### src/rtl/assert_macros.svh
// Assertion macros included by the RTL back end.
`ifndef ASSERT_MACROS_SVH
`define ASSERT_MACROS_SVH

// Same-cycle implication, sampled on clk, quiet in reset.
`define ASSERT_IMPL(lbl, ante, cons, msg) \
  lbl: assert property (@(posedge clk) disable iff (rst) (ante) |-> (cons)) \
    else $error(msg);

// Next-cycle implication, sampled on clk, quiet in reset.
`define ASSERT_NEXT(lbl, ante, cons, msg) \
  lbl: assert property (@(posedge clk) disable iff (rst) (ante) |=> (cons)) \
    else $error(msg);

`endif

### src/rtl/idbpm_pkg.sv
// Types, codes and helper functions for the ID3v2 tempo frame parser.
`timescale 1ns / 1ps

package idbpm_pkg;

  localparam int Q_DEPTH = 2;
  localparam int Q_AW    = 1;

  localparam logic [2:0] ST_OK      = 3'd0;
  localparam logic [2:0] ST_NO_HDR  = 3'd1;
  localparam logic [2:0] ST_BAD_VER = 3'd2;
  localparam logic [2:0] ST_BAD_EXT = 3'd3;
  localparam logic [2:0] ST_NO_FRM  = 3'd4;
  localparam logic [2:0] ST_BAD_TXT = 3'd5;

  typedef struct packed {
    logic dig;
    logic dot;
  } cls_t;

  typedef struct packed {
    logic [7:0] data;
    logic       last;
    cls_t       cls;
  } beat_t;

  function automatic cls_t classify(input logic [7:0] b);
    cls_t c;
    c.dig = (b >= 8'h30) && (b <= 8'h39);
    c.dot = (b == 8'h2E);
    return c;
  endfunction

  // Drop bit 7 of each byte of a synchsafe word.
  function automatic logic [27:0] unsync7(input logic [31:0] a);
    return {a[30:24], a[22:16], a[14:8], a[6:0]};
  endfunction

endpackage

### src/rtl/id3v2_bpm_frame_parser.sv
// Top level of the ID3v2 tempo frame parser.
//
//   channel | signals                          | direction
//   in      | in_valid/in_ready, data_byte, last_byte | byte beats in, file order
//   out     | out_valid/out_ready, found, bpm, status  | one result per stream
//
// One byte is taken per cycle while the input queue has room; a result appears in the cycle
// after the last byte leaves the two-entry input queue.
// The walker itself updates counters and shift registers once per beat.
// rst clears the queue, the parser and the result register; no clearing pass.
// A result not yet taken holds the last byte of the next stream in the queue;
// once the queue is full the input stalls too.
`timescale 1ns / 1ps

module id3v2_bpm_frame_parser
  import idbpm_pkg::*;
#(
  parameter int BPM_BITS = 16
) (
  input  logic        clk,
  input  logic        rst,
  input  logic        in_valid,
  output logic        in_ready,
  input  logic [7:0]  data_byte,
  input  logic        last_byte,
  output logic        out_valid,
  input  logic        out_ready,
  output logic        found,
  output logic [15:0] bpm,
  output logic [2:0]  status
);

  logic  q_valid;
  logic  q_pop;
  beat_t q_beat;

  idbpm_front u_front (
    .clk       (clk),
    .rst       (rst),
    .in_valid  (in_valid),
    .in_ready  (in_ready),
    .data_byte (data_byte),
    .last_byte (last_byte),
    .q_valid   (q_valid),
    .q_beat    (q_beat),
    .q_pop     (q_pop)
  );

  idbpm_back #(
    .BPM_BITS (BPM_BITS)
  ) u_back (
    .clk       (clk),
    .rst       (rst),
    .q_valid   (q_valid),
    .q_beat    (q_beat),
    .q_pop     (q_pop),
    .res_valid (out_valid),
    .res_ready (out_ready),
    .found     (found),
    .bpm       (bpm),
    .status    (status)
  );

endmodule

### src/rtl/idbpm_front.sv
// Front end: takes byte beats, classifies them and queues them for the parser.
`timescale 1ns / 1ps

module idbpm_front
  import idbpm_pkg::*;
(
  input  logic       clk,
  input  logic       rst,
  input  logic       in_valid,
  output logic       in_ready,
  input  logic [7:0] data_byte,
  input  logic       last_byte,
  output logic       q_valid,
  output beat_t      q_beat,
  input  logic       q_pop
);

  beat_t           mem [Q_DEPTH];
  logic [Q_AW-1:0] wr_ptr;
  logic [Q_AW-1:0] rd_ptr;
  logic [Q_AW:0]   count;
  logic            push;
  beat_t           beat_in;

  assign in_ready = (count != (Q_AW+1)'(Q_DEPTH));
  assign push     = in_valid && in_ready;
  assign q_valid  = (count != '0);
  assign q_beat   = mem[rd_ptr];

  always_comb begin
    beat_in.data = data_byte;
    beat_in.last = last_byte;
    beat_in.cls  = classify(data_byte);
  end

  always_ff @(posedge clk) begin
    if (push) begin
      mem[wr_ptr] <= beat_in;
    end
  end

  always_ff @(posedge clk) begin
    if (rst) begin
      wr_ptr <= '0;
      rd_ptr <= '0;
      count  <= '0;
    end else begin
      if (push) begin
        wr_ptr <= wr_ptr + Q_AW'(1);
      end
      if (q_pop) begin
        rd_ptr <= rd_ptr + Q_AW'(1);
      end
      count <= count + (Q_AW+1)'(push) - (Q_AW+1)'(q_pop);
    end
  end

endmodule

### src/rtl/idbpm_back.sv
// Back end: tag/frame walker, tempo text decoder and result register.
`timescale 1ns / 1ps

module idbpm_back
  import idbpm_pkg::*;
#(
  parameter int BPM_BITS = 16
) (
  input  logic        clk,
  input  logic        rst,
  input  logic        q_valid,
  input  beat_t       q_beat,
  output logic        q_pop,
  output logic        res_valid,
  input  logic        res_ready,
  output logic        found,
  output logic [15:0] bpm,
  output logic [2:0]  status
);

  `include "assert_macros.svh"

  localparam logic [2:0] PH_HDR   = 3'd0;
  localparam logic [2:0] PH_EXT   = 3'd1;
  localparam logic [2:0] PH_SKIPX = 3'd2;
  localparam logic [2:0] PH_FHDR  = 3'd3;
  localparam logic [2:0] PH_SKIPB = 3'd4;
  localparam logic [2:0] PH_BODY  = 3'd5;

  localparam logic [BPM_BITS-1:0] BpmMax = '1;

  // parser state
  logic [2:0]          phase, phase_next;
  logic [28:0]         off, off_next;
  logic [2:0]          ver, ver_next;
  logic                ext_flag, ext_flag_next;
  logic [28:0]         limit, limit_next;
  logic [31:0]         sacc, sacc_next;
  logic [31:0]         fid, fid_next;
  logic [3:0]          fk, fk_next;
  logic [32:0]         nfo, nfo_next;
  logic [1:0]          enc, enc_next;
  logic                u_pend, u_pend_next;
  logic                u_be, u_be_next;
  logic                u_first, u_first_next;
  logic                u_enc, u_enc_next;
  logic [7:0]          pbyte, pbyte_next;
  logic [BPM_BITS-1:0] acc, acc_next;
  logic                n_start, n_start_next;
  logic                n_dot, n_dot_next;
  logic                n_stop, n_stop_next;
  logic                n_nz, n_nz_next;
  logic                n_frac, n_frac_next;
  logic                n_rup, n_rup_next;
  logic                settled, settled_next;
  logic [2:0]          o_st, o_st_next;
  logic                o_fnd, o_fnd_next;
  logic [BPM_BITS-1:0] o_val, o_val_next;

  // working values
  logic [7:0]          bd;
  logic [29:0]         off1;
  logic [3:0]          hdr_len;
  logic [2:0]          id_len;
  logic [28:0]         lim_n;
  logic                bf_req;
  logic [32:0]         bf_pos;
  logic [33:0]         bf_end;
  logic [32:0]         np;
  logic [27:0]         ext_sz;
  logic [31:0]         fsz;
  logic [32:0]         body;
  logic [32:0]         fend;
  logic                ch_ok;
  logic                c_dig;
  logic                c_dot;
  logic [3:0]          c_d;
  logic [7:0]          lo_b;
  logic [7:0]          hi_b;
  cls_t                lo_cls;
  logic [BPM_BITS+3:0] prod;
  logic [BPM_BITS:0]   fin;
  logic [2:0]          r_st;
  logic                r_fnd;
  logic [BPM_BITS-1:0] r_val;
  logic [BPM_BITS+15:0] r_wide;
  logic                take_last;

  assign q_pop     = q_valid && (!q_beat.last || !res_valid || res_ready);
  assign take_last = q_pop && q_beat.last;
  assign bd        = q_beat.data;
  assign off1      = {1'b0, off} + 30'd1;
  assign hdr_len   = (ver == 3'd2) ? 4'd6 : 4'd10;
  assign id_len    = (ver == 3'd2) ? 3'd3 : 3'd4;

  always_comb begin
    phase_next    = phase;
    off_next      = off;
    ver_next      = ver;
    ext_flag_next = ext_flag;
    limit_next    = limit;
    sacc_next     = sacc;
    fid_next      = fid;
    fk_next       = fk;
    nfo_next      = nfo;
    enc_next      = enc;
    u_pend_next   = u_pend;
    u_be_next     = u_be;
    u_first_next  = u_first;
    u_enc_next    = u_enc;
    pbyte_next    = pbyte;
    acc_next      = acc;
    n_start_next  = n_start;
    n_dot_next    = n_dot;
    n_stop_next   = n_stop;
    n_nz_next     = n_nz;
    n_frac_next   = n_frac;
    n_rup_next    = n_rup;
    settled_next  = settled;
    o_st_next     = o_st;
    o_fnd_next    = o_fnd;
    o_val_next    = o_val;
    lim_n         = '0;
    bf_req        = 1'b0;
    bf_pos        = '0;
    bf_end        = '0;
    np            = '0;
    ext_sz        = '0;
    fsz           = '0;
    body          = '0;
    fend          = '0;
    ch_ok         = 1'b0;
    c_dig         = 1'b0;
    c_dot         = 1'b0;
    c_d           = bd[3:0];
    lo_b          = '0;
    hi_b          = '0;
    lo_cls        = '0;
    prod          = '0;
    fin           = '0;

    if (q_pop && !settled) begin
      off_next = off1[28:0];
      unique case (phase)
        PH_HDR: begin
          if ((off == 29'd0 && bd != 8'h49) || (off == 29'd1 && bd != 8'h44) ||
              (off == 29'd2 && bd != 8'h33)) begin
            settled_next = 1'b1;
            o_st_next    = ST_NO_HDR;
          end else begin
            if (off == 29'd3) begin
              ver_next = (bd >= 8'd2 && bd <= 8'd4) ? bd[2:0] : 3'd0;
            end else if (off == 29'd5) begin
              ext_flag_next = bd[6];
            end else if (off >= 29'd6) begin
              sacc_next = {sacc[23:0], bd};
            end
            if (off == 29'd9) begin
              if (ver == 3'd0) begin
                settled_next = 1'b1;
                o_st_next    = ST_BAD_VER;
              end else begin
                lim_n      = 29'd10 + {1'b0, unsync7(sacc_next)};
                limit_next = lim_n;
                sacc_next  = '0;
                if (ver != 3'd2 && ext_flag) begin
                  if (lim_n < 29'd14) begin
                    settled_next = 1'b1;
                    o_st_next    = ST_BAD_EXT;
                  end else begin
                    phase_next = PH_EXT;
                  end
                end else begin
                  bf_req = 1'b1;
                  bf_pos = 33'd10;
                end
              end
            end
          end
        end
        PH_EXT: begin
          sacc_next = {sacc[23:0], bd};
          if (off >= 29'd13) begin
            ext_sz = unsync7(sacc_next);
            if (ver == 3'd4 && ext_sz < 28'd6) begin
              settled_next = 1'b1;
              o_st_next    = ST_BAD_EXT;
            end else begin
              if (ver == 3'd4) begin
                np = 33'd10 + {5'b0, ext_sz};
              end else begin
                np = 33'd14 + {1'b0, sacc_next};
              end
              if (np > {4'b0, limit}) begin
                settled_next = 1'b1;
                o_st_next    = ST_BAD_EXT;
              end else if (np <= {3'b0, off1}) begin
                bf_req = 1'b1;
                bf_pos = np;
              end else begin
                nfo_next   = np;
                phase_next = PH_SKIPX;
              end
            end
          end
        end
        PH_SKIPX, PH_SKIPB: begin
          if ({3'b0, off1} >= nfo) begin
            bf_req = 1'b1;
            bf_pos = nfo;
          end
        end
        PH_FHDR: begin
          if (fk == 4'd0 && bd == 8'h00) begin
            settled_next = 1'b1;
            o_st_next    = ST_NO_FRM;
          end else begin
            fk_next = fk + 4'd1;
            if (fk < {1'b0, id_len}) begin
              fid_next = {fid[23:0], bd};
            end else if (fk < {id_len, 1'b0}) begin
              sacc_next = {sacc[23:0], bd};
            end
            if (fk + 4'd1 >= hdr_len) begin
              if (ver == 3'd2) begin
                fsz = {8'b0, sacc_next[23:0]};
              end else if (ver == 3'd3) begin
                fsz = sacc_next;
              end else begin
                fsz = {4'b0, unsync7(sacc_next)};
              end
              body = nfo + {29'b0, hdr_len};
              fend = body + {1'b0, fsz};
              if (fsz == '0 || fend > {4'b0, limit}) begin
                settled_next = 1'b1;
                o_st_next    = ST_NO_FRM;
              end else begin
                nfo_next = fend;
                if ((ver == 3'd2) ? (fid_next[23:0] == 24'h544250)
                                  : (fid_next == 32'h5442504D)) begin
                  phase_next = PH_BODY;
                end else begin
                  phase_next = PH_SKIPB;
                end
                u_pend_next  = 1'b0;
                u_be_next    = 1'b0;
                u_first_next = 1'b0;
                u_enc_next   = 1'b0;
                pbyte_next   = '0;
                enc_next     = '0;
                acc_next     = '0;
                n_start_next = 1'b0;
                n_dot_next   = 1'b0;
                n_stop_next  = 1'b0;
                n_nz_next    = 1'b0;
                n_frac_next  = 1'b0;
                n_rup_next   = 1'b0;
              end
            end
          end
        end
        PH_BODY: begin
          if (!u_enc) begin
            u_enc_next = 1'b1;
            enc_next   = (bd <= 8'd2) ? bd[1:0] : 2'd3;
            if (bd == 8'd2) begin
              u_be_next = 1'b1;
            end
          end else if (enc == 2'd0 || enc == 2'd3) begin
            ch_ok = 1'b1;
            c_dig = q_beat.cls.dig;
            c_dot = q_beat.cls.dot;
          end else if (!u_pend) begin
            u_pend_next = 1'b1;
            pbyte_next  = bd;
          end else begin
            u_pend_next = 1'b0;
            if (enc == 2'd1 && !u_first) begin
              u_first_next = 1'b1;
            end
            // byte-order mark only as the first unit of a UTF-16 body
            if (enc == 2'd1 && !u_first && pbyte == 8'hFF && bd == 8'hFE) begin
              ch_ok = 1'b0;
            end else if (enc == 2'd1 && !u_first && pbyte == 8'hFE && bd == 8'hFF) begin
              u_be_next = 1'b1;
            end else begin
              lo_b   = u_be ? bd : pbyte;
              hi_b   = u_be ? pbyte : bd;
              lo_cls = classify(lo_b);
              ch_ok  = 1'b1;
              c_dig  = lo_cls.dig && (hi_b == 8'h00);
              c_dot  = lo_cls.dot && (hi_b == 8'h00);
              c_d    = lo_b[3:0];
            end
          end

          if (ch_ok && !n_stop && (n_start || c_dig)) begin
            n_start_next = 1'b1;
            if (c_dig) begin
              if (c_d != 4'd0) begin
                n_nz_next = 1'b1;
              end
              if (n_dot) begin
                if (!n_frac) begin
                  n_frac_next = 1'b1;
                  n_rup_next  = (c_d >= 4'd5);
                end
              end else begin
                prod = {1'b0, acc, 3'b0} + {3'b0, acc, 1'b0} + {{BPM_BITS{1'b0}}, c_d};
                acc_next = (prod > {4'b0, BpmMax}) ? BpmMax : prod[BPM_BITS-1:0];
              end
            end else if (c_dot && !n_dot) begin
              n_dot_next = 1'b1;
            end else begin
              n_stop_next = 1'b1;
            end
          end

          if ({3'b0, off1} >= nfo) begin
            settled_next = 1'b1;
            if (!n_start_next || !n_nz_next) begin
              o_st_next = ST_BAD_TXT;
            end else begin
              fin        = {1'b0, acc_next} + {{BPM_BITS{1'b0}}, n_rup_next};
              o_st_next  = ST_OK;
              o_fnd_next = 1'b1;
              o_val_next = fin[BPM_BITS] ? BpmMax : fin[BPM_BITS-1:0];
            end
          end
        end
        default: begin
          settled_next = 1'b1;
          o_st_next    = ST_NO_HDR;
        end
      endcase

      // start of a frame header, or the tag ends first
      if (bf_req) begin
        bf_end = {1'b0, bf_pos} + {30'b0, hdr_len};
        if (bf_end > {5'b0, limit_next}) begin
          settled_next = 1'b1;
          o_st_next    = ST_NO_FRM;
        end else begin
          phase_next = PH_FHDR;
          nfo_next   = bf_pos;
          sacc_next  = '0;
          fid_next   = '0;
          fk_next    = '0;
        end
      end
    end
  end

  // outcome of a stream ending on this beat
  always_comb begin
    r_fnd = 1'b0;
    r_val = '0;
    if (settled_next) begin
      r_st  = o_st_next;
      r_fnd = o_fnd_next;
      r_val = o_fnd_next ? o_val_next : '0;
    end else if (phase_next == PH_HDR) begin
      r_st = ST_NO_HDR;
    end else if (phase_next == PH_EXT || phase_next == PH_SKIPX) begin
      r_st = ST_BAD_EXT;
    end else begin
      r_st = ST_NO_FRM;
    end
    r_wide = {16'b0, r_val};
  end

  always_ff @(posedge clk) begin
    if (rst || take_last) begin
      phase    <= PH_HDR;
      off      <= '0;
      ver      <= '0;
      ext_flag <= 1'b0;
      limit    <= '0;
      sacc     <= '0;
      fid      <= '0;
      fk       <= '0;
      nfo      <= '0;
      enc      <= '0;
      u_pend   <= 1'b0;
      u_be     <= 1'b0;
      u_first  <= 1'b0;
      u_enc    <= 1'b0;
      pbyte    <= '0;
      acc      <= '0;
      n_start  <= 1'b0;
      n_dot    <= 1'b0;
      n_stop   <= 1'b0;
      n_nz     <= 1'b0;
      n_frac   <= 1'b0;
      n_rup    <= 1'b0;
      settled  <= 1'b0;
      o_st     <= ST_OK;
      o_fnd    <= 1'b0;
      o_val    <= '0;
    end else begin
      phase    <= phase_next;
      off      <= off_next;
      ver      <= ver_next;
      ext_flag <= ext_flag_next;
      limit    <= limit_next;
      sacc     <= sacc_next;
      fid      <= fid_next;
      fk       <= fk_next;
      nfo      <= nfo_next;
      enc      <= enc_next;
      u_pend   <= u_pend_next;
      u_be     <= u_be_next;
      u_first  <= u_first_next;
      u_enc    <= u_enc_next;
      pbyte    <= pbyte_next;
      acc      <= acc_next;
      n_start  <= n_start_next;
      n_dot    <= n_dot_next;
      n_stop   <= n_stop_next;
      n_nz     <= n_nz_next;
      n_frac   <= n_frac_next;
      n_rup    <= n_rup_next;
      settled  <= settled_next;
      o_st     <= o_st_next;
      o_fnd    <= o_fnd_next;
      o_val    <= o_val_next;
    end
  end

  // result register
  always_ff @(posedge clk) begin
    if (rst) begin
      res_valid <= 1'b0;
    end else if (take_last) begin
      res_valid <= 1'b1;
    end else if (res_ready) begin
      res_valid <= 1'b0;
    end
  end

  always_ff @(posedge clk) begin
    if (take_last) begin
      found  <= r_fnd;
      bpm    <= r_wide[15:0];
      status <= r_st;
    end
  end

  `ASSERT_NEXT(a_res_hold, res_valid && !res_ready, res_valid, "result dropped while stalled")
  `ASSERT_IMPL(a_found_ok, res_valid && found, status == ST_OK, "found with error status")
  `ASSERT_IMPL(a_miss_zero, res_valid && !found, bpm == 16'd0, "tempo nonzero when not found")

endmodule

### config.mk
export PLATFORM = sky130hd
export DESIGN_NAME = id3v2_bpm_frame_parser
export DESIGN_NICKNAME = d
export VERILOG_FILES = /design/src/rtl/idbpm_pkg.sv /design/src/rtl/id3v2_bpm_frame_parser.sv /design/src/rtl/idbpm_front.sv /design/src/rtl/idbpm_back.sv
export VERILOG_INCLUDE_DIRS = /design/src /design/src/rtl
export SDC_FILE = /design/constraint.sdc
export NUM_CORES = 1
export LEC_CHECK = 0
export BUFFER_PORTS_ARGS = -buffer_cell sky130_fd_sc_hd__buf_4
export CAP_MARGIN = 20
export CORE_MARGIN = 10
export CORE_UTILIZATION = 30
export DETAILED_ROUTE_END_ITERATION = 6
export MAX_ROUTING_LAYER = met4
export PLACE_DENSITY = 0.43
export SLEW_MARGIN = 15
export SYNTH_ARGS = -nofsm -noshare
export SYNTH_HDL_FRONTEND = slang
export SYNTH_SLANG_ARGS = --single-unit
### constraint.sdc
create_clock -name clk -period 11.6 [get_ports clk]
set_input_delay 2.32 -clock clk [delete_from_list [all_inputs] [get_ports clk]]
set_output_delay 2.32 -clock clk [all_outputs]
set_load 0.03 [all_outputs]
==> qor.yml <==
ys_ff_latch: 271
cts-root-buf: "sky130_fd_sc_hd__clkbuf_16"
final.setup.tns_ps: 0
h-tree-depth: 2
critical_path_peak_fanout: 19
ir_drop_v: 0.000121
ios: 35
holdCritPathClass: "register to register"
pin_slew_with_the_least_headroom_to_its_limit_ps: 1030
grt_setup_unrepaired: "false"
synth_fp_nets: 3609
violations: "DRC"
timing.critical_path.from: "u_back.off[0]$_SDFFE_PP0P_"
synth_top_family_by_area: "compound AO/OA/AOI/OAI gates"
cts_made_buffers: 38
synth_area_leaders: "sky130_fd_sc_hd__dfxtp_1 18%, sky130_fd_sc_hd__ha_1 13%, sky130_fd_sc_hd__a21oi_1 6.0%"
synthMostInstantiatedCell: "sky130_fd_sc_hd__nor2_1"
powerDensity_nw_per_um2: 183
area_after_dpl_um2: 27300
grt_first_pass_wirelength_mm: 164
dieArea_um2: 96600
critical_path.top_delay_family: "simple AND/OR/NAND/NOR gates"
crit_top_cell: "sky130_fd_sc_hd__and3_1"
synth.lib_cells_used.distinct: 91
grt_util_all_layers_pct: 22.3
maxCapViolCount: 0
timing.slew.headroom_pct: 30.5
io_buffers: 34
dp_slack_ps: 183
grt_max_degree: 76
area.growth.synth_to_final_pct: 13.0
worstSetupPathType: "register to register"
synth-compound-area-share_pct: 24.7
final_ant_viol_nets: 0
clock_sinks: 271
floorplan_die_width_um: 311
synth_area_leader_cell: "sky130_fd_sc_hd__dfxtp_1"
fmax_mhz: 91.7
yosysTopAreaCellShare_pct: 18.1
place.detailed.hpwl_mm: 85.5
avgRoutedWirePerCell_um: 24.5
gp_congestion: 0.979
drtPass1Iterations: 7
synth_enable_flop_cells: 42
avgSynthCellArea_um2: 7.63
worst_clock_skew_ps: 23.0
core_box_area_um2: 83700
fin_crit_sh_pct: 94.0
warnings_from_yosys: 0
cp-start-kind: "register"
setup_slack_ps: 696
vias: 25870
final-setup-viol-count: 0
worst_path_largest_cell_delay_ps: 570
overflow: 0
route.detailed.vias_per_inst: 5.76
synth_xor_xnor_area_share_pct: 6.46
critical_path.reg2reg.startpoint: "u_back.off[0]$_SDFFE_PP0P_"
synth-main-ff-cell: "sky130_fd_sc_hd__dfxtp_1"
timing.hold.worst.start: "u_back.fid[26]$_SDFFE_PP0P_"
cp_data_required_time_ps: 12040
cts_tree: "yes"
drive_above_1_share_pct: 9.08
synthesis.instances: 3325
critPathCaptureType: "register"
clkTransAtPathRegs_ps: 70
post_synth_and_or_nand_nor_area_fraction_pct: 22.7
critical_path_s_slowest_cell: "sky130_fd_sc_hd__or4_1"
grt_antenna_before_repair: 1
start_util_pct: 30.3
num_rows: 106
synthArstFlopShare_pct: 0
synth_fa_ha_area_share_pct: 13.5
route.detailed.drc: 1
dieHeight_um: 311
yosys-top-cells-count: "359 x sky130_fd_sc_hd__nor2_1, 302 x sky130_fd_sc_hd__a21oi_1, 287 x sky130_fd_sc_hd__nand2_1, 265 x sky130_fd_sc_hd__ha_1, 229 x sky130_fd_sc_hd__dfxtp_1"
clockBufferDepth: 3
worst_skew_pair.late_latency_ps: 590
synthMuxAreaShare_pct: 3.84
finalWirelength_mm: 110
total_power_w: 0.00526
finalNetCount: 3612
run_status: "complete, but fails checks"
grt_pass1_vias: 24919
post_synth_instance_area_um2: 25400
synth_sequential_area_ratio_pct: 23.0
first_iter_violations: 2769
finalCriticalPeriod_ps: 10900
leakagePower_nw: 11.3
cp_data_arrival_time_ps: 11340
cts.hold.buffers_added: 0
final-hold-violation-count: 0
path_buf_inv: 3
postLayoutCellArea_um2: 28700
final_max_slew_viol_count: 0
-- what timing repair did --
item                                    CTS  global route
endpoints found under the setup margin    0           163
endpoints found under the hold margin     0             0
gates resized for setup                   0            16
setup buffers                             0             1
-- registers in the layout, indices dropped and copies added (netlist names), 8 cells and up, named ones only --
signal	count
u_back.acc	16
u_back.nfo	33
u_back.o_val	16
u_back.bpm	16
u_back.sacc	32
u_front.mem	22
u_back.off	29
u_back.pbyte	8
u_back.limit	29
u_back.fid	32
-- kinds of logic (layout without fill, tap and decap cells) --
logic type	Yosys count	count (layout)
DFF	271	271
other	0	3
and+or+nand+nor	1189	1189
buffers and inverters	360	393
adders and majority gates	271	271
xor gates and xnor gates	187	187
AOI/OAI and AO/OA	961	961
muxes	86	86
-- layout by cell type, fill, tap and decap left out, drive strengths merged, types with 44 or more instances in the layout --
| cell type | Yosys | routed |
|---|---|---|
| dfxtp | 229 | 229 |
| inv | 163 | 166 |
| nand3 | 87 | 87 |
| ha | 265 | 265 |
| nor4 | 59 | 59 |
| a21o | 49 | 49 |
| a22oi | 51 | 51 |
| buf | 53 | 158 |
| and3 | 44 | 44 |
| xor2 | 74 | 74 |
| nor2 | 359 | 359 |
| nand2 | 287 | 287 |
| mux2i | 61 | 61 |
| nand4 | 66 | 66 |
| o21ai | 174 | 174 |
| xnor2 | 113 | 113 |
| nor3 | 87 | 87 |
| a21oi | 303 | 303 |
| a211oi | 66 | 66 |
-- stage by stage --
step	hold WS [ps]	utilization (%)	std cells
2_1_floorplan	430	-	3325
3_3_place_gp	438	32.6	4421
3_5_place_dp	449	32.6	4421
4_1_cts	457	34.1	4491
5_1_grt	484	34.2	4492
6_report	457	34.2	4495
-- cell type report --
cell class / instances / area [um2]
clock buffer: 43 / 980
clock inverter: 27 / 323
tap: 1134 / 1420
sequential: 271 / 5850
fill: 8877 / 55000
antenna: 3 / 7.51
multi-input combinational: 2694 / 18200
timing repair buffer: 158 / 1220
inverter: 165 / 619
-- worst reg2reg max path, delay by kind of cell, from the launching register on --
family          cells  cell delay, ps
simple gates       21            5410
compound gates     14            2440
fa+ha+maj           4            1310
buf+inv             3             680
xor+xnor            2             480
flops               1             460
-- where the power goes --
| part | internal (W) | switching (W) |
|---|---|---|
| sequential | 0.00107 | 0.000151 |
| combinational | 0.000907 | 0.00188 |
| clock | 0.000730 | 0.000514 |
-- per-layer routing --
metal / vias up / track usage [%] / routed length, um
li1: 12252 / - / -
met1: 12526 / 28.4 / 48300
met2: 892 / 35.9 / 51000
met3: 200 / 2.45 / 6190
met4: 0 / 8.53 / 4540
met5: - / - / 0
-- final timing paths --
kind | to | slack (ps) | cells past startpoint
worst max-delay path | u_back.nfo[5]$_SDFFE_PP0P_ | 700 | 44
worst max register to register | u_back.nfo[5]$_SDFFE_PP0P_ | 700 | 44
worst min-delay path | u_back.fid[26]$_SDFFE_PP0P_ | 460 | 2
worst min register to register | u_back.fid[26]$_SDFFE_PP0P_ | 460 | 2
(Power assumes the default switching activity.)
